`src/rtl/assert_macros.svh`:
```
// assertion macros shared by the rtl files
// the macros sample on clk_i and are disabled while rst_ni is low
`ifndef ASSERT_MACROS_SVH
`define ASSERT_MACROS_SVH

// property must hold at every clock edge out of reset
`define ASSERT_PROP(lbl, prop, msg) \
  lbl: assert property (@(posedge clk_i) disable iff (!rst_ni) prop) \
    else $error(msg);

// condition must never be seen at a clock edge out of reset
`define ASSERT_NEVER(lbl, cond, msg) \
  lbl: assert property (@(posedge clk_i) disable iff (!rst_ni) !(cond)) \
    else $error(msg);

`endif

```
`src/rtl/cpio_pkg.sv`:
```
// types, constants and helper functions of the cpio newc stream parser
// no dependencies
`default_nettype none

package cpio_pkg;

  localparam int MaxNameChars = 8;
  localparam int AlignBytes   = 4;
  localparam int EntryBits    = 16;

  localparam int HeaderBytes  = 110;
  localparam int FilesizeAt   = 54;
  localparam int NamesizeAt   = 94;
  localparam int FieldDigits  = 8;
  localparam int TrailerChars = 10;
  localparam int MagicChars   = 6;

  localparam int AlignBits    = $clog2(AlignBytes);

  typedef enum logic [2:0] {
    PhHeader  = 3'd0,
    PhName    = 3'd1,
    PhNamepad = 3'd2,
    PhData    = 3'd3,
    PhDatapad = 3'd4,
    PhEnd     = 3'd5,
    PhError   = 3'd6
  } cpio_phase_e;

  typedef enum logic [0:0] {
    CfgTargetName   = 1'b0,
    CfgTargetLength = 1'b1
  } cpio_cfg_e;

  typedef struct packed {
    cpio_phase_e            phase;
    logic [31:0]            section_count;
    logic [6:0]             header_position;
    logic [31:0]            size;
    logic [31:0]            namesize;
    logic                   hex_stopped;
    logic                   target_equal;
    logic                   trailer_equal;
    logic                   name_done;
    logic [EntryBits-1:0]   entry_count;
    logic [AlignBits-1:0]   align;
  } cpio_state_t;

  localparam cpio_state_t StateReset = '{
    phase:           PhHeader,
    section_count:   '0,
    header_position: '0,
    size:            '0,
    namesize:        '0,
    hex_stopped:     1'b0,
    target_equal:    1'b1,
    trailer_equal:   1'b1,
    name_done:       1'b0,
    entry_count:     '0,
    align:           '0
  };

  typedef struct packed {
    logic [7:0]  byte_value;
    logic [2:0]  byte_role;
    logic [15:0] entry_number;
    logic [31:0] file_length;
    logic [31:0] name_length;
    logic        name_hit;
    logic        archive_end;
    logic        bad_magic;
  } cpio_result_t;

  typedef struct packed {
    logic       ok;
    logic [3:0] digit;
  } cpio_hex_t;

  function automatic logic [7:0] magic_char(input logic [2:0] idx);
    logic [7:0] r;
    case (idx)
      3'd0:    r = "0";
      3'd1:    r = "7";
      3'd2:    r = "0";
      3'd3:    r = "7";
      3'd4:    r = "0";
      3'd5:    r = "1";
      default: r = 8'h00;
    endcase
    return r;
  endfunction

  function automatic logic [7:0] trailer_char(input logic [3:0] idx);
    logic [7:0] r;
    case (idx)
      4'd0:    r = "T";
      4'd1:    r = "R";
      4'd2:    r = "A";
      4'd3:    r = "I";
      4'd4:    r = "L";
      4'd5:    r = "E";
      4'd6:    r = "R";
      4'd7:    r = "!";
      4'd8:    r = "!";
      4'd9:    r = "!";
      default: r = 8'h00;
    endcase
    return r;
  endfunction

  function automatic cpio_hex_t hex_decode(input logic [7:0] c);
    cpio_hex_t r;
    r = '{ok: 1'b0, digit: 4'd0};
    if (c inside {["0":"9"]}) begin
      r.ok    = 1'b1;
      r.digit = 4'(c - 8'("0"));
    end else if (c inside {["a":"f"]}) begin
      r.ok    = 1'b1;
      r.digit = 4'(c - 8'("a") + 8'd10);
    end else if (c inside {["A":"F"]}) begin
      r.ok    = 1'b1;
      r.digit = 4'(c - 8'("A") + 8'd10);
    end
    return r;
  endfunction

  // skips finished or empty sections and zero-length pads
  function automatic cpio_state_t settle(input cpio_state_t s);
    cpio_state_t r;
    r = s;
    if (r.phase == PhName && r.section_count >= r.namesize) r.phase = PhNamepad;
    if (r.phase == PhNamepad && r.align == '0) begin
      r.phase         = PhData;
      r.section_count = '0;
    end
    if (r.phase == PhData && r.section_count >= r.size) r.phase = PhDatapad;
    if (r.phase == PhDatapad && r.align == '0) begin
      r.phase           = PhHeader;
      r.header_position = '0;
      if (r.entry_count != '1) r.entry_count = r.entry_count + 1'b1;
    end
    return r;
  endfunction

endpackage

`default_nettype wire

```
`src/rtl/cpio_if.sv`:
```
// valid/ready channel interfaces of the cpio newc stream parser
// no dependencies
`default_nettype none

interface cpio_in_if;
  logic       valid;
  logic       ready;
  logic [7:0] archive_byte;

  modport source (output valid, output archive_byte, input ready);
  modport sink (input valid, input archive_byte, output ready);
endinterface

interface cpio_out_if;
  logic        valid;
  logic        ready;
  logic [7:0]  byte_value;
  logic [2:0]  byte_role;
  logic [15:0] entry_number;
  logic [31:0] file_length;
  logic [31:0] name_length;
  logic        name_hit;
  logic        archive_end;
  logic        bad_magic;

  modport source (output valid, output byte_value, output byte_role, output entry_number,
                  output file_length, output name_length, output name_hit,
                  output archive_end, output bad_magic, input ready);
  modport sink (input valid, input byte_value, input byte_role, input entry_number,
                input file_length, input name_length, input name_hit,
                input archive_end, input bad_magic, output ready);
endinterface

`default_nettype wire

```
`src/rtl/cpio_step.sv`:
```
// next-state and result logic for one archive byte
// depends on cpio_pkg
`default_nettype none

module cpio_step (
  input  cpio_pkg::cpio_state_t  state_i,
  input  logic [7:0]             byte_i,
  input  logic [63:0]            target_name_i,
  input  logic [3:0]             target_length_i,
  output cpio_pkg::cpio_state_t  state_o,
  output cpio_pkg::cpio_result_t result_o
);
  import cpio_pkg::*;

  cpio_state_t nx;
  cpio_phase_e role;
  cpio_hex_t   hv;
  logic [6:0]  pos;
  logic [31:0] idx;
  logic [3:0]  len;

  assign pos = state_i.header_position;
  assign idx = state_i.section_count;
  assign hv  = hex_decode(byte_i);
  assign len = (target_length_i > 4'(MaxNameChars)) ? 4'(MaxNameChars) : target_length_i;

  always_comb begin
    nx   = state_i;
    role = state_i.phase;
    case (state_i.phase)
      PhHeader: begin
        if (pos == '0) begin
          nx.size          = '0;
          nx.namesize      = '0;
          nx.target_equal  = 1'b1;
          nx.trailer_equal = 1'b1;
          nx.name_done     = 1'b0;
        end
        if (pos < 7'(MagicChars) && byte_i != magic_char(pos[2:0])) begin
          nx.phase = PhError;
          role     = PhError;
        end else begin
          if (pos == 7'(FilesizeAt) || pos == 7'(NamesizeAt)) nx.hex_stopped = 1'b0;
          if (pos >= 7'(FilesizeAt) && pos < 7'(FilesizeAt + FieldDigits)) begin
            if (!nx.hex_stopped) begin
              if (hv.ok) nx.size = {nx.size[27:0], hv.digit};
              else nx.hex_stopped = 1'b1;
            end
          end else if (pos >= 7'(NamesizeAt) && pos < 7'(NamesizeAt + FieldDigits)) begin
            if (!nx.hex_stopped) begin
              if (hv.ok) nx.namesize = {nx.namesize[27:0], hv.digit};
              else nx.hex_stopped = 1'b1;
            end
          end
          nx.align = state_i.align + 1'b1;
          if (pos == 7'(HeaderBytes - 1)) begin
            nx.header_position = '0;
            nx.section_count   = '0;
            nx.phase           = PhName;
            nx                 = settle(nx);
          end else begin
            nx.header_position = pos + 7'd1;
          end
        end
      end
      PhName: begin
        if (!state_i.name_done) begin
          if (idx < 32'(len)) begin
            if (byte_i != target_name_i[{idx[2:0], 3'b000} +: 8]) nx.target_equal = 1'b0;
          end else if (idx == 32'(len)) begin
            if (byte_i != 8'h00) nx.target_equal = 1'b0;
          end else begin
            nx.target_equal = 1'b0;
          end
          if (idx < 32'(TrailerChars)) begin
            if (byte_i != trailer_char(idx[3:0])) nx.trailer_equal = 1'b0;
          end else if (idx == 32'(TrailerChars)) begin
            if (byte_i != 8'h00) nx.trailer_equal = 1'b0;
          end else begin
            nx.trailer_equal = 1'b0;
          end
          if (byte_i == 8'h00) nx.name_done = 1'b1;
        end
        nx.section_count = state_i.section_count + 32'd1;
        nx.align         = state_i.align + 1'b1;
        if (nx.name_done && nx.trailer_equal) nx.phase = PhEnd;
        else nx = settle(nx);
      end
      PhNamepad, PhDatapad: begin
        nx.align = state_i.align + 1'b1;
        nx       = settle(nx);
      end
      PhData: begin
        nx.section_count = state_i.section_count + 32'd1;
        nx.align         = state_i.align + 1'b1;
        nx               = settle(nx);
      end
      default: begin
        nx = state_i;
      end
    endcase
  end

  assign state_o = nx;

  always_comb begin
    result_o.byte_value   = byte_i;
    result_o.byte_role    = role;
    result_o.entry_number = 16'(state_i.entry_count);
    result_o.file_length  = nx.size;
    result_o.name_length  = nx.namesize;
    result_o.name_hit     = nx.phase != PhEnd && nx.phase != PhError && nx.name_done &&
                            nx.target_equal && !nx.trailer_equal;
    result_o.archive_end  = nx.phase == PhEnd;
    result_o.bad_magic    = nx.phase == PhError;
  end

endmodule

`default_nettype wire

```
`src/rtl/cpio_newc_stream_parser_core.sv`:
```
// channel      | dir | payload                                   | handshake
// in_if        | in  | archive_byte                              | valid/ready
// out_if       | out | byte_value, byte_role, entry_number, ...   | valid/ready
// cfg_*        | in  | target_name (0), target_length (1)        | write enable
// one byte per cycle unless out_if stalls; a result is registered and offered in the cycle after its byte is taken
// the parser state and the result register update together on each transaction
// in_if.ready stays high while the result register is empty or being drained
// reset puts the parser in the header phase with both size registers cleared
// depends on cpio_pkg, cpio_if, cpio_step and assert_macros.svh
`default_nettype none

module cpio_newc_stream_parser_core (
  input  logic        clk_i,
  input  logic        rst_ni,
  cpio_in_if.sink     in_if,
  cpio_out_if.source  out_if,
  input  logic        cfg_we_i,
  input  logic [0:0]  cfg_index_i,
  input  logic [63:0] cfg_wdata_i
);
  import cpio_pkg::*;
  `include "assert_macros.svh"

  cpio_state_t  state_q, state_d;
  cpio_result_t res_q, res_d;
  logic         out_valid_q;
  logic [63:0]  target_name_q;
  logic [3:0]   target_length_q;
  logic         in_fire;

  assign in_if.ready = !out_valid_q || out_if.ready;
  assign in_fire     = in_if.valid && in_if.ready;

  cpio_step u_step (
    .state_i         (state_q),
    .byte_i          (in_if.archive_byte),
    .target_name_i   (target_name_q),
    .target_length_i (target_length_q),
    .state_o         (state_d),
    .result_o        (res_d)
  );

  always_ff @(posedge clk_i or negedge rst_ni) begin
    if (!rst_ni) begin
      target_name_q   <= '0;
      target_length_q <= '0;
    end else if (cfg_we_i) begin
      case (cfg_index_i)
        CfgTargetName:   target_name_q   <= cfg_wdata_i;
        CfgTargetLength: target_length_q <= cfg_wdata_i[3:0];
        default:         target_name_q   <= target_name_q;
      endcase
    end
  end

  always_ff @(posedge clk_i or negedge rst_ni) begin
    if (!rst_ni) begin
      state_q     <= StateReset;
      out_valid_q <= 1'b0;
    end else begin
      if (in_fire) state_q <= state_d;
      if (in_fire) out_valid_q <= 1'b1;
      else if (out_if.ready) out_valid_q <= 1'b0;
    end
  end

  always_ff @(posedge clk_i) begin
    if (in_fire) res_q <= res_d;
  end

  assign out_if.valid        = out_valid_q;
  assign out_if.byte_value   = res_q.byte_value;
  assign out_if.byte_role    = res_q.byte_role;
  assign out_if.entry_number = res_q.entry_number;
  assign out_if.file_length  = res_q.file_length;
  assign out_if.name_length  = res_q.name_length;
  assign out_if.name_hit     = res_q.name_hit;
  assign out_if.archive_end  = res_q.archive_end;
  assign out_if.bad_magic    = res_q.bad_magic;

  `ASSERT_PROP(a_error_sticky, state_q.phase == PhError |=> state_q.phase == PhError, "error left")
  `ASSERT_PROP(a_end_sticky, state_q.phase == PhEnd |=> state_q.phase == PhEnd, "end left")
  `ASSERT_PROP(a_entry_mono, state_q.entry_count >= $past(state_q.entry_count), "entry dropped")
  `ASSERT_NEVER(a_hdr_pos, state_q.header_position >= 7'(HeaderBytes), "header position overrun")
  `ASSERT_PROP(a_ready_empty, !out_valid_q |-> in_if.ready, "stall with empty result register")
  `ASSERT_NEVER(a_hit_error, out_valid_q && res_q.bad_magic && res_q.name_hit, "hit after error")

endmodule

`default_nettype wire

```
`src/flat_wrapper.sv`:
```
// flat-port wrapper written by rule: the top's interface ports become plain ports
module cpio_newc_stream_parser_core_flat import cpio_pkg::*;
  (clk_i, rst_ni, cfg_we_i, cfg_index_i, cfg_wdata_i, in_if_valid, in_if_archive_byte, in_if_ready, out_if_valid, out_if_byte_value, out_if_byte_role, out_if_entry_number, out_if_file_length, out_if_name_length, out_if_name_hit, out_if_archive_end, out_if_bad_magic, out_if_ready);
  cpio_in_if in_if_i ();
  cpio_out_if out_if_i ();
  input  logic clk_i;
  input  logic rst_ni;
  input  logic cfg_we_i;
  input  logic [0:0] cfg_index_i;
  input  logic [63:0] cfg_wdata_i;
  input wire logic [$bits(in_if_i.valid)-1:0] in_if_valid;
  input wire logic [$bits(in_if_i.archive_byte)-1:0] in_if_archive_byte;
  output wire logic [$bits(in_if_i.ready)-1:0] in_if_ready;
  output wire logic [$bits(out_if_i.valid)-1:0] out_if_valid;
  output wire logic [$bits(out_if_i.byte_value)-1:0] out_if_byte_value;
  output wire logic [$bits(out_if_i.byte_role)-1:0] out_if_byte_role;
  output wire logic [$bits(out_if_i.entry_number)-1:0] out_if_entry_number;
  output wire logic [$bits(out_if_i.file_length)-1:0] out_if_file_length;
  output wire logic [$bits(out_if_i.name_length)-1:0] out_if_name_length;
  output wire logic [$bits(out_if_i.name_hit)-1:0] out_if_name_hit;
  output wire logic [$bits(out_if_i.archive_end)-1:0] out_if_archive_end;
  output wire logic [$bits(out_if_i.bad_magic)-1:0] out_if_bad_magic;
  input wire logic [$bits(out_if_i.ready)-1:0] out_if_ready;
  assign in_if_i.valid = in_if_valid;
  assign in_if_i.archive_byte = in_if_archive_byte;
  assign in_if_ready = in_if_i.ready;
  assign out_if_valid = out_if_i.valid;
  assign out_if_byte_value = out_if_i.byte_value;
  assign out_if_byte_role = out_if_i.byte_role;
  assign out_if_entry_number = out_if_i.entry_number;
  assign out_if_file_length = out_if_i.file_length;
  assign out_if_name_length = out_if_i.name_length;
  assign out_if_name_hit = out_if_i.name_hit;
  assign out_if_archive_end = out_if_i.archive_end;
  assign out_if_bad_magic = out_if_i.bad_magic;
  assign out_if_i.ready = out_if_ready;
  cpio_newc_stream_parser_core u_core (.clk_i(clk_i), .rst_ni(rst_ni), .in_if(in_if_i), .out_if(out_if_i), .cfg_we_i(cfg_we_i), .cfg_index_i(cfg_index_i), .cfg_wdata_i(cfg_wdata_i));
endmodule
```
`config.mk`:
```
export PLATFORM = sky130hd
export DESIGN_NAME = cpio_newc_stream_parser_core_flat
export DESIGN_NICKNAME = d
export VERILOG_FILES = /design/src/rtl/cpio_pkg.sv /design/src/rtl/cpio_if.sv /design/src/rtl/cpio_step.sv /design/src/rtl/cpio_newc_stream_parser_core.sv /design/src/flat_wrapper.sv
export VERILOG_INCLUDE_DIRS = /design/src /design/src/rtl
export SDC_FILE = /design/constraint.sdc
export NUM_CORES = 1
export LEC_CHECK = 0
export ABC_AREA = 1
export BUFFER_PORTS_ARGS = -buffer_cell sky130_fd_sc_hd__buf_4
export CORE_MARGIN = 2
export CORE_UTILIZATION = 45
export CTS_CLUSTER_DIAMETER = 100
export DETAILED_ROUTE_END_ITERATION = 10
export GPL_ROUTABILITY_DRIVEN = 1
export PLACE_DENSITY_LB_ADDON = 0.05
export SETUP_SLACK_MARGIN = 0.4
export SYNTH_ARGS = -nofsm -noshare
export SYNTH_HDL_FRONTEND = slang
export SYNTH_SLANG_ARGS = --single-unit
```
`constraint.sdc`:
```
create_clock -name clk_i -period 7.76 [get_ports clk_i]
set_clock_uncertainty 0.1 [all_clocks]
set_input_delay 0.388 -clock clk_i [delete_from_list [all_inputs] [get_ports clk_i]]
set_output_delay 0.388 -clock clk_i [all_outputs]
set_load 0.005 [all_outputs]
```
# Word level (Yosys, flattened, before mapping)
# Memories as Yosys holds them, arrays and structs flattened.
# Index checks and enable logic that the tools add are counted.
# classes
add_sub_neg	9
order_cmp	21
eq_ne	41
shifts	1
mux	96
n_bitwise	5
n_reduce_logical	48
# ops
cell	count
$pmux 128 s4	1
$mux 35	12
$mux 32	9
$mux 125	2
$ge 32x32->1	6
$mux 3	31
$mux 16	5
$mux 33	2
$mux 64	1
$shiftx 64x7->8	1
$eq 3x2->1 const B	12
$add 32x1->32 const B	1
$eq 32x4->1	1
$eq 32x4->1 const B	1
$ge 1x32->1 const A	1
$lt 32x4->1	1
$lt 32x4->1 const B	1
$mux 8	4
$mux 7	4
$eq 3x3->1 const B	9
$logic_and 1x1->1	26
$ne 8x8->1	3
$mux 1	18
$mux 18	1
43 further kinds	68
# totals
reg_bits	291
rom_bits	112
out_inout_bits	96
elab_cells	244
n_memories	1
# memory_table
memory	words	width	read_ports	rd_ports_with_merged_regs	write_ports	line_no	rtl
(name not given)	16	7	1	0	0	cpio_pkg.sv:95	case (idx)

# Longest topological paths before layout
# Gate-level depths: netlist of the first run.
# logic_depth
ltp_word	41
depth_mapped	51

# Modules after synthesis
# A second synthesis of the first run with hierarchy kept.
# unflattened
cells_unflattened	2997
area_unflattened_um2	21612.0
# by_module_without_submodules
module	instances	cells_each	area_each_um2	seq_area_each_um2
cpio_step	1	2052	11050.6	0.0
cpio_newc_stream_parser_core	1	945	10561.4	7754.9

# Worst setup path after synthesis of the first run
# No wires, ideal clock.
# synth_timing
path_type	reg2reg
start	register u_core.state_q[93] in the netlist's numbering
end	register u_core.state_q[88] in the netlist's numbering
setup_time_ns	0.076
arrival_time_ns	5.854
required_time_ns	7.584
path_slack_ns	1.730
path_stages_with_launch	51
path_cell_list	dfrtp_1 > buf_2 > clkinv_1 > nor2_1 > nand3_1 > nor2_1 > nand2_1 > nor2_1 > nand3_1 > nor3_1 > nand2_1 > nor2_1 > nand3_1 > nor2_1 > nand2_1 > nor2_1 > nor2_1 > ha_1 > [... 15 more ...] > o21ai_0 > nand2_1 > nand2_1 > o211ai_1 > a21oi_1 > nand2_1 > nor2_1 > inv_1 > nand3_1 > o21ai_0 > nand2_1 > nand2_1 > nand2_1 > clkinv_1 > nand2_1 > buf_2 > nand2_1 > o21ai_1
# synth_via
elab_chain_cells	20
elab_cells_between_ends	64
# synth_rtl
item	line_no	rtl
from (decl)	cpio_newc_stream_parser_core.sv:24	cpio_state_t state_q, state_d;
from (signal assigned)	cpio_newc_stream_parser_core.sv:58	state_q <= StateReset;
from (signal assigned)	cpio_newc_stream_parser_core.sv:61	if (in_fire) state_q <= state_d;
$add 32x1->32	cpio_step.sv:84, cpio_step.sv:94	
$ge 32x32->1	cpio_pkg.sv:131	if (r.phase == PhName && r.section_count >= r.namesize) r.phase = PhNamepad;
$logic_and 1x1->1	cpio_pkg.sv:131	
$mux 3	cpio_pkg.sv:131	
$mux 3	cpio_step.sv:86	if (nx.name_done && nx.trailer_equal) nx.phase = PhEnd;
$mux 3	cpio_step.sv:30	case (state_i.phase)
$eq 3x2->1	cpio_pkg.sv:132	if (r.phase == PhNamepad && r.align == '0) begin
$logic_and 1x1->1	cpio_pkg.sv:132	
[... 4 more ...]	--	
$logic_and 1x1->1	cpio_pkg.sv:136	if (r.phase == PhData && r.section_count >= r.size) r.phase = PhDatapad;
$mux 3	cpio_pkg.sv:136	
$mux 3	cpio_step.sv:86	
$mux 3	cpio_step.sv:30	
$eq 3x3->1	cpio_pkg.sv:137	if (r.phase == PhDatapad && r.align == '0) begin
$logic_and 1x1->1	cpio_pkg.sv:137	
$ne 2x2->1 (no source line)	--	
$reduce_and 7->1 (no source line) (*)	--	
# Mark *: on every way between the ends. The rest lies on a longest branch, timed or not. The select of a mux whose other input is x is not followed.
# A chain may end at the register's enable or synchronous reset.

# Final worst setup path of the first run
# layout_timing
start	register u_core.state_q[93] in the netlist's numbering
end	register u_core.state_q[89] in the netlist's numbering
# The elaborated chain is that of the path after synthesis.

==> results of run 1 <==
[per-stage QoR]
| stage | setup slack (ps) | utilization | total power [mW] | hold WS [ps] |
|---|---|---|---|---|
| finish | 1100 | 0.5468 | 7.239 | 23.81 |
| global route | 348.9 | 0.5467 | 7.802 | 26.31 |
| CTS | 411.4 | 0.5427 | 7.149 | 4.414 |
| detailed placement | 117.2 | 0.4990 | 5.405 | 370.8 |
| global placement | 390.4 | 0.4990 | 5.352 | 362.7 |
| floorplan | 1730 | - | 4.338 | -7.591 |
[cell families (layout without fill, tap and decap cells)]
group | count (synthesis) | in the layout
DFF | 291 | 291
and+or+nand+nor | 1288 | 1289
AOI/OAI and AO/OA | 409 | 409
buffers and inverters | 386 | 620
xor gates and xnor gates | 33 | 33
muxes | 60 | 60
other | 0 | 2
adders and majority gates | 145 | 145
[critical path, delay by kind of cell (launching register included)]
family	cells	cell delay, ps
DFF	1	420
xor gates and xnor gates	1	290
buffers and inverters	11	1090
adders and majority gates	2	610
AOI/OAI and AO/OA	5	670
and+or+nand+nor	29	3370
[cell usage in the layout (no fill, tap or decap), types with 4 or more instances in the layout]
cell	instances
dlygate4sd3_1	69
o21a_1	14
buf_4	202
ha_1	145
o211ai_1	8
a31oi_1	31
edfxtp_1	94
inv_1	262
o22ai_1	9
nand3_2	5
clkbuf_1	11
o21ai_1	15
nor4_1	6
inv_2	7
clkbuf_8	7
a21oi_1	77
clkinv_1	10
o221ai_1	49
clkbuf_16	38
nand3_1	98
nor2_4	5
dfrtp_1	194
xnor2_1	6
nand2_2	6
xor2_1	26
nand3_4	4
nor2_2	6
mux2_2	60
nor2_1	283
o21ai_0	186
nor3_1	29
nand4_1	57
nand2_1	775
[what timing repair did]
| item | CTS | global route |
|---|---|---|
| hold buffers | 69 | 0 |
| resized for setup | 2 | 21 |
| pin swaps | 1 | 4 |
| setup endpoints to repair | 23 | 29 |
| buffers inserted | 2 | 5 |
| gates cloned | 0 | 1 |
| endpoints found under the hold margin | 148 | 0 |
[power breakdown]
part           switching, mW  total (mW)  internal (mW)
clock network          0.697        1.69          0.993
registers              0.232        2.04           1.81
logic                   2.32        3.51           1.19
total                   3.24        7.24           3.99
[area by class of cell]
cell class | instances | share of cell area
repair buffers | 276 | 0.09726
well taps | 585 | 0.03101
multi-input cells | 1936 | 0.4485
clock buffers | 55 | 0.04553
flip-flops and latches | 291 | 0.3286
clock inverters | 11 | 0.004240
inverters | 278 | 0.04468
diodes | 2 | 0.0002120
[worst paths after layout]
path | to | slack, ps | startpoint
min in group asynchronous | u_core.state_q[75]$_DFFE_PN0P_ | 340 | rst_ni
max | u_core.state_q[89]$_DFFE_PN0P_ | 1100 | u_core.state_q[93]$_DFFE_PN0P_
min reg2reg | u_core.target_name_q[1]$_DFFE_PN0P_ | 390 | u_core.target_name_q[1]$_DFFE_PN0P_
min | u_core.out_if.valid$_DFFE_PN0P_ | 20 | out_if_ready
max in group asynchronous | u_core.state_q[93]$_DFFE_PN0P_ | 5700 | rst_ni
max reg2reg | u_core.state_q[89]$_DFFE_PN0P_ | 1100 | u_core.state_q[93]$_DFFE_PN0P_
[sequential cells by signal, summed over array words and instances, names as in the netlist]
name                        count
u_core.target_name_q           64
u_core.out_if.byte_role         3
u_core.target_length_q          4
u_core.out_if.entry_number     16
u_core.out_if.archive_end       1
u_core.out_if.name_length      32
u_core.out_if.file_length      32
u_core.out_if.valid             1
u_core.state_q                128
u_core.out_if.name_hit          1
u_core.out_if.byte_value        8
u_core.out_if.bad_magic         1
[layer usage]
layer	part of all wire	track usage
met5	0	0
met4	0.022	0.07543
met3	0.064	0.04657
met2	0.44	0.4416
met1	0.48	0.4275
==> results.txt, run 1 <==
Synth Area in Adders = 0.09180
Placer congestion estimate = 0.9178
Max incr delay on CP = 480 ps
Dpl hpwl = 48190 um
Cts bufs inserted = 36
Pre-antenna DRT Iters = 6
Top-area cell type share of the netlist area = 0.2469
P&R area growth vs syn = 19.45%
XOR/XNOR Fraction of Synth Area = 0.01462
CP Capture Type = register
DIE AREA = 0.04561 sq mm
Worst slew margin = 0.2551
Final period util = 0.8582
Startpoint types = register
Die height = 213.6 um
Starting Density = 0.4578
Final ANT Viol Nets = 0
Worst Hold Class = input port to register
Max_cap viols = 0
Die X = 213.6 um
Largest family of logic cells by synthesized area = simple AND/OR/NAND/NOR gates
CTS tree = done
Post-synthesis compound-gate area fraction = 0.1220
Final Max Tran Viols = 0
CP Class = register to register
Final worst path period need = 6660 ps
Final Hold Fails = 0
Inst Count DP = 3289
Crit path max fanout = 15
Post-synth top cells = nand2_1, nor2_1, inv_1
Synth Area in Simple Gates = 0.2670
Yosys top cell by area = dfrtp_1
H-tree Lvls = 2
Layout cells sized above 1 = 0.1293
Core Region = 0.04317 sq mm
Final Non-Filler Cells = 3434
DRT iter0 DRCs = 1654
Number of flops mapped to enable cells by yosys = 94
Fraction of registers with async set or reset after synthesis = 0.6770
Crit-path slowest cell = or4_1
Yosys reg bits = 291
Post-Syn Instances = 2612
Mux share of post-synthesis cell area = 0.03419
Top-count cell post-synth = nand2_1
Largest net degree at the start of global routing = 133
Root Buffer = clkbuf_16
Fmax = 0.1502 GHz
Unique cell type count in the Yosys netlist = 52
Setup TNS = 0 ps
Max IR drop VDD = 0.2567 mV
Num rows = 76
Grt total ovfl = 0
All-Layer GR Usage = 0.2898
Worst-case reg-to-reg path depth = 48
Vias in the first global route = 17709
Register area = 0.007756 sq mm
Sink Count = 291
Status = complete, no violations
NumNets Final = 3042
PD cells = 306.7 mW/mm^2
Sequential cell area fraction in the yosys report = 0.3924
Via count = 18772
Worst-Margin Slew = 1117 ps
Initial antenna violation count = 2
Worst hold stages = 4
RSZ-0062 raised after global routing = false
FILL cells = 4203
Via density = 5.467
Final WL = 66250 um
Leak = 11.02 nW
DR WL/cell = 19.29 um
Synth Flop Type = dfrtp_1
Longest Clk Path Bufs = 3
Final number of setup-violating endpoints = 0
Reg clk slew, reported paths = 70 ps
Design Area, Final = 0.02361 sq mm
Synth Warn # = 0
Worst skew pair latency = 560 ps
Drc violations = 0
IO Pins = 174
IO buf count = 173
Synthesized area = 0.01976 sq mm
Syn Nets = 2835
Most used cell, CP = nand2_1
Syn avg cell area = 7.566 sq um
CP Data Required Time = 8100 ps
Area after DPL = 0.02154 sq mm
First-pass GRT wire length = 101100 um
Multi-input logic area = 0.01059 sq mm
Synth area leaders = dfrtp_1, nand2_1, edfxtp_1
Worst Path Arrival = 7000 ps
Power figures use the tool's default switching activity.
==> run 2: changes to the inputs <==
--- a/config.mk
+++ b/config.mk
@@ -13,7 +13,7 @@
 export CTS_CLUSTER_DIAMETER = 100
 export DETAILED_ROUTE_END_ITERATION = 10
 export GPL_ROUTABILITY_DRIVEN = 1
-export PLACE_DENSITY_LB_ADDON = 0.05
+export PLACE_DENSITY = 0.67
 export SETUP_SLACK_MARGIN = 0.4
 export SYNTH_ARGS = -nofsm -noshare
 export SYNTH_HDL_FRONTEND = slang
==> run 2 against run 1 <==
  * Via count rose by 1.6%
  * Sequential share of layout area rose by 0.20 points
  * Maximum frequency down 1.3%
  * Wire length shrank 3.3%
  * Non-clock buffer count shrank 4
  * Total power is 1.8% lower
  * Sequential cell count did not move
  * Critical endpoint is now u_core.state_q[2]$_DFFE_PN0P_
  * Largest power group unchanged
==> results.txt, run 2 (same netlist as run 1, synthesis figures left out) <==
Status = complete, no violations
Final WL = 64080 um
Core Region = 0.04317 sq mm
Setup TNS = 0 ps
P&R area growth vs syn = 18.72%
DRT iter0 DRCs = 1624
Placer congestion estimate = 0.9587
Final Hold Fails = 0
H-tree Lvls = 2
Leak = 10.94 nW
Dpl hpwl = 45850 um
IO buf count = 173
Worst slew margin = 0.2627
CP Capture Point = u_core.state_q[2]$_DFFE_PN0P_
RSZ-0062 raised after global routing = false
Largest net degree at the start of global routing = 136
Final worst path period need = 6744 ps
Max incr delay on CP = 370 ps
Sink Count = 291
Startpoint types = register
Top Registers = u_core.state_q: 128 flops, u_core.target_name_q: 64 flops
Die height = 213.6 um
Crit-path slowest cell = dfrtp_1
Final Max Tran Viols = 0
Vias in the first global route = 17868
All-Layer GR Usage = 0.2817
CP Capture Type = register
NumNets Final = 3036
Drc violations = 0
RR Startpoint = u_core.state_q[94]$_DFFE_PN0P_
R2R setup slack = 1020 ps
Hold_ws = 28.42 ps
Multi-input logic area = 0.01060 sq mm
Register area = 0.007756 sq mm
Crit path max fanout = 18
Worst Hold Class = input port to register
Reg clk slew, reported paths = 60 ps
DR WL/cell = 18.71 um
PD cells = 302.9 mW/mm^2
CTS tree = done
Die X = 213.6 um
Commonest non-fill, non-tap cell in the layout = nand2_1
Cts bufs inserted = 34
R2r endpoint = u_core.state_q[2]$_DFFE_PN0P_
Most used cell, CP = nand2_1
Initial antenna violation count = 0
Final period util = 0.8691
Most frequent cells in the layout = nand2_1, nor2_1, inv_1, buf_4, dfrtp_1
Critical path startpoint = u_core.state_q[94]$_DFFE_PN0P_
Layout cells sized above 1 = 0.1296
DIE AREA = 0.04561 sq mm
Worst-case reg-to-reg path depth = 50
Via density = 5.567
CP Class = register to register
Longest Clk Path Bufs = 3
Grt total ovfl = 0
Max IR drop VDD = 0.1971 mV
Largest Register = u_core.state_q
Max reg flops = 128
Num rows = 76
IO Pins = 174
Starting Density = 0.4578
Final ANT Viol Nets = 0
Fmax = 0.1483 GHz
Worst-Margin Slew = 1106 ps
Final number of setup-violating endpoints = 0
First-pass GRT wire length = 99690 um
Worst Min Path Start = cfg_wdata_i[1]
CP Data Required Time = 8140 ps
FILL cells = 4106
Worst Path Arrival = 7130 ps
Via count = 19067
Worst skew pair latency = 550 ps
Max_cap viols = 0
Pre-antenna DRT Iters = 5
Root Buffer = clkbuf_16
-- run 2: cell types whose count changed in the layout (fill, tap and decap cells not counted), sizes merged --
cell,previous run,this run
clkbuf,56,42
clkinv,14,20
buf,206,202
diode,2,1
bufinv,1,3
inv,271,272
clkinvlp,3,4
-- run 2: where the power goes --
group / switching, mW / internal, mW
registers: 0.232 / 1.81
clock network: 0.684 / 0.923
logic: 2.29 / 1.17
total: 3.21 / 3.90
-- run 2: metal layers --
layer	wire length, um	up-vias	share of wire	track usage
met5	0	-	0	0
met4	1904	0	0.030	0.09219
met3	4617	123	0.072	0.03647
met2	29500	744	0.46	0.4453
met1	28060	9089	0.44	0.4008
li1	-	9111	-	-
-- run 2: worst min-delay path by stage --
stage | slack [ps] | endpoint | depth (start not counted)
2_1_floorplan | -8 | u_core.out_if.valid$_DFFE_PN0P_ | 0
4_1_cts | 8 | u_core.target_name_q[3]$_DFFE_PN0P_ | 3
6_report | 30 | u_core.target_length_q[1]$_DFFE_PN0P_ | 3
3_3_place_gp | 340 | u_core.state_q[30]$_DFFE_PN0P_ | 1
5_1_grt | 30 | u_core.out_if.byte_value[0]$_DFFE_PP_ | 1
3_5_place_dp | 350 | u_core.state_q[31]$_DFFE_PN0P_ | 1
-- run 2: metrics by stage --
step	area (sq um)	power, mW	setup WS [ps]	utilization	cells
floorplan	19760	4.338	1730	-	2612
CTS	23300	7.007	446.0	0.5397	3417
global route	23460	7.657	389.9	0.5434	3424
global placement	21510	5.270	473.6	0.4983	3285
detailed placement	21510	5.354	202.4	0.4983	3285
finish	23460	7.108	1016	0.5435	3425
-- run 2: repair_timing --
| item | in CTS | in global routing |
|---|---|---|
| cloned | 0 | 1 |
| pin swaps | 1 | 6 |
| hold buffers | 69 | 0 |
| resized for setup | 1 | 26 |
| endpoints found under the hold margin | 139 | 0 |
| setup endpoints to repair | 23 | 29 |
| setup buffers | 1 | 6 |
-- run 2: worst max-delay path: cells and delay by family (launching register included) --
| family | cells | cell delay, ps |
|---|---|---|
| adder cells (fa/ha/maj) | 2 | 600 |
| AND/OR/NAND/NOR | 34 | 3790 |
| flip-flops | 1 | 370 |
| AO/OA/AOI/OAI | 7 | 820 |
| buffers and inverters | 7 | 960 |
-- run 2: layout make-up --
type	count	area share
inverters	278	0.04485
multi-input cells	1936	0.4517
repair buffers	272	0.09514
flip-flops and latches	291	0.3306
clock buffers	41	0.03781
clock inverters	21	0.008586
diodes	1	0.0001067
well taps	585	0.03120
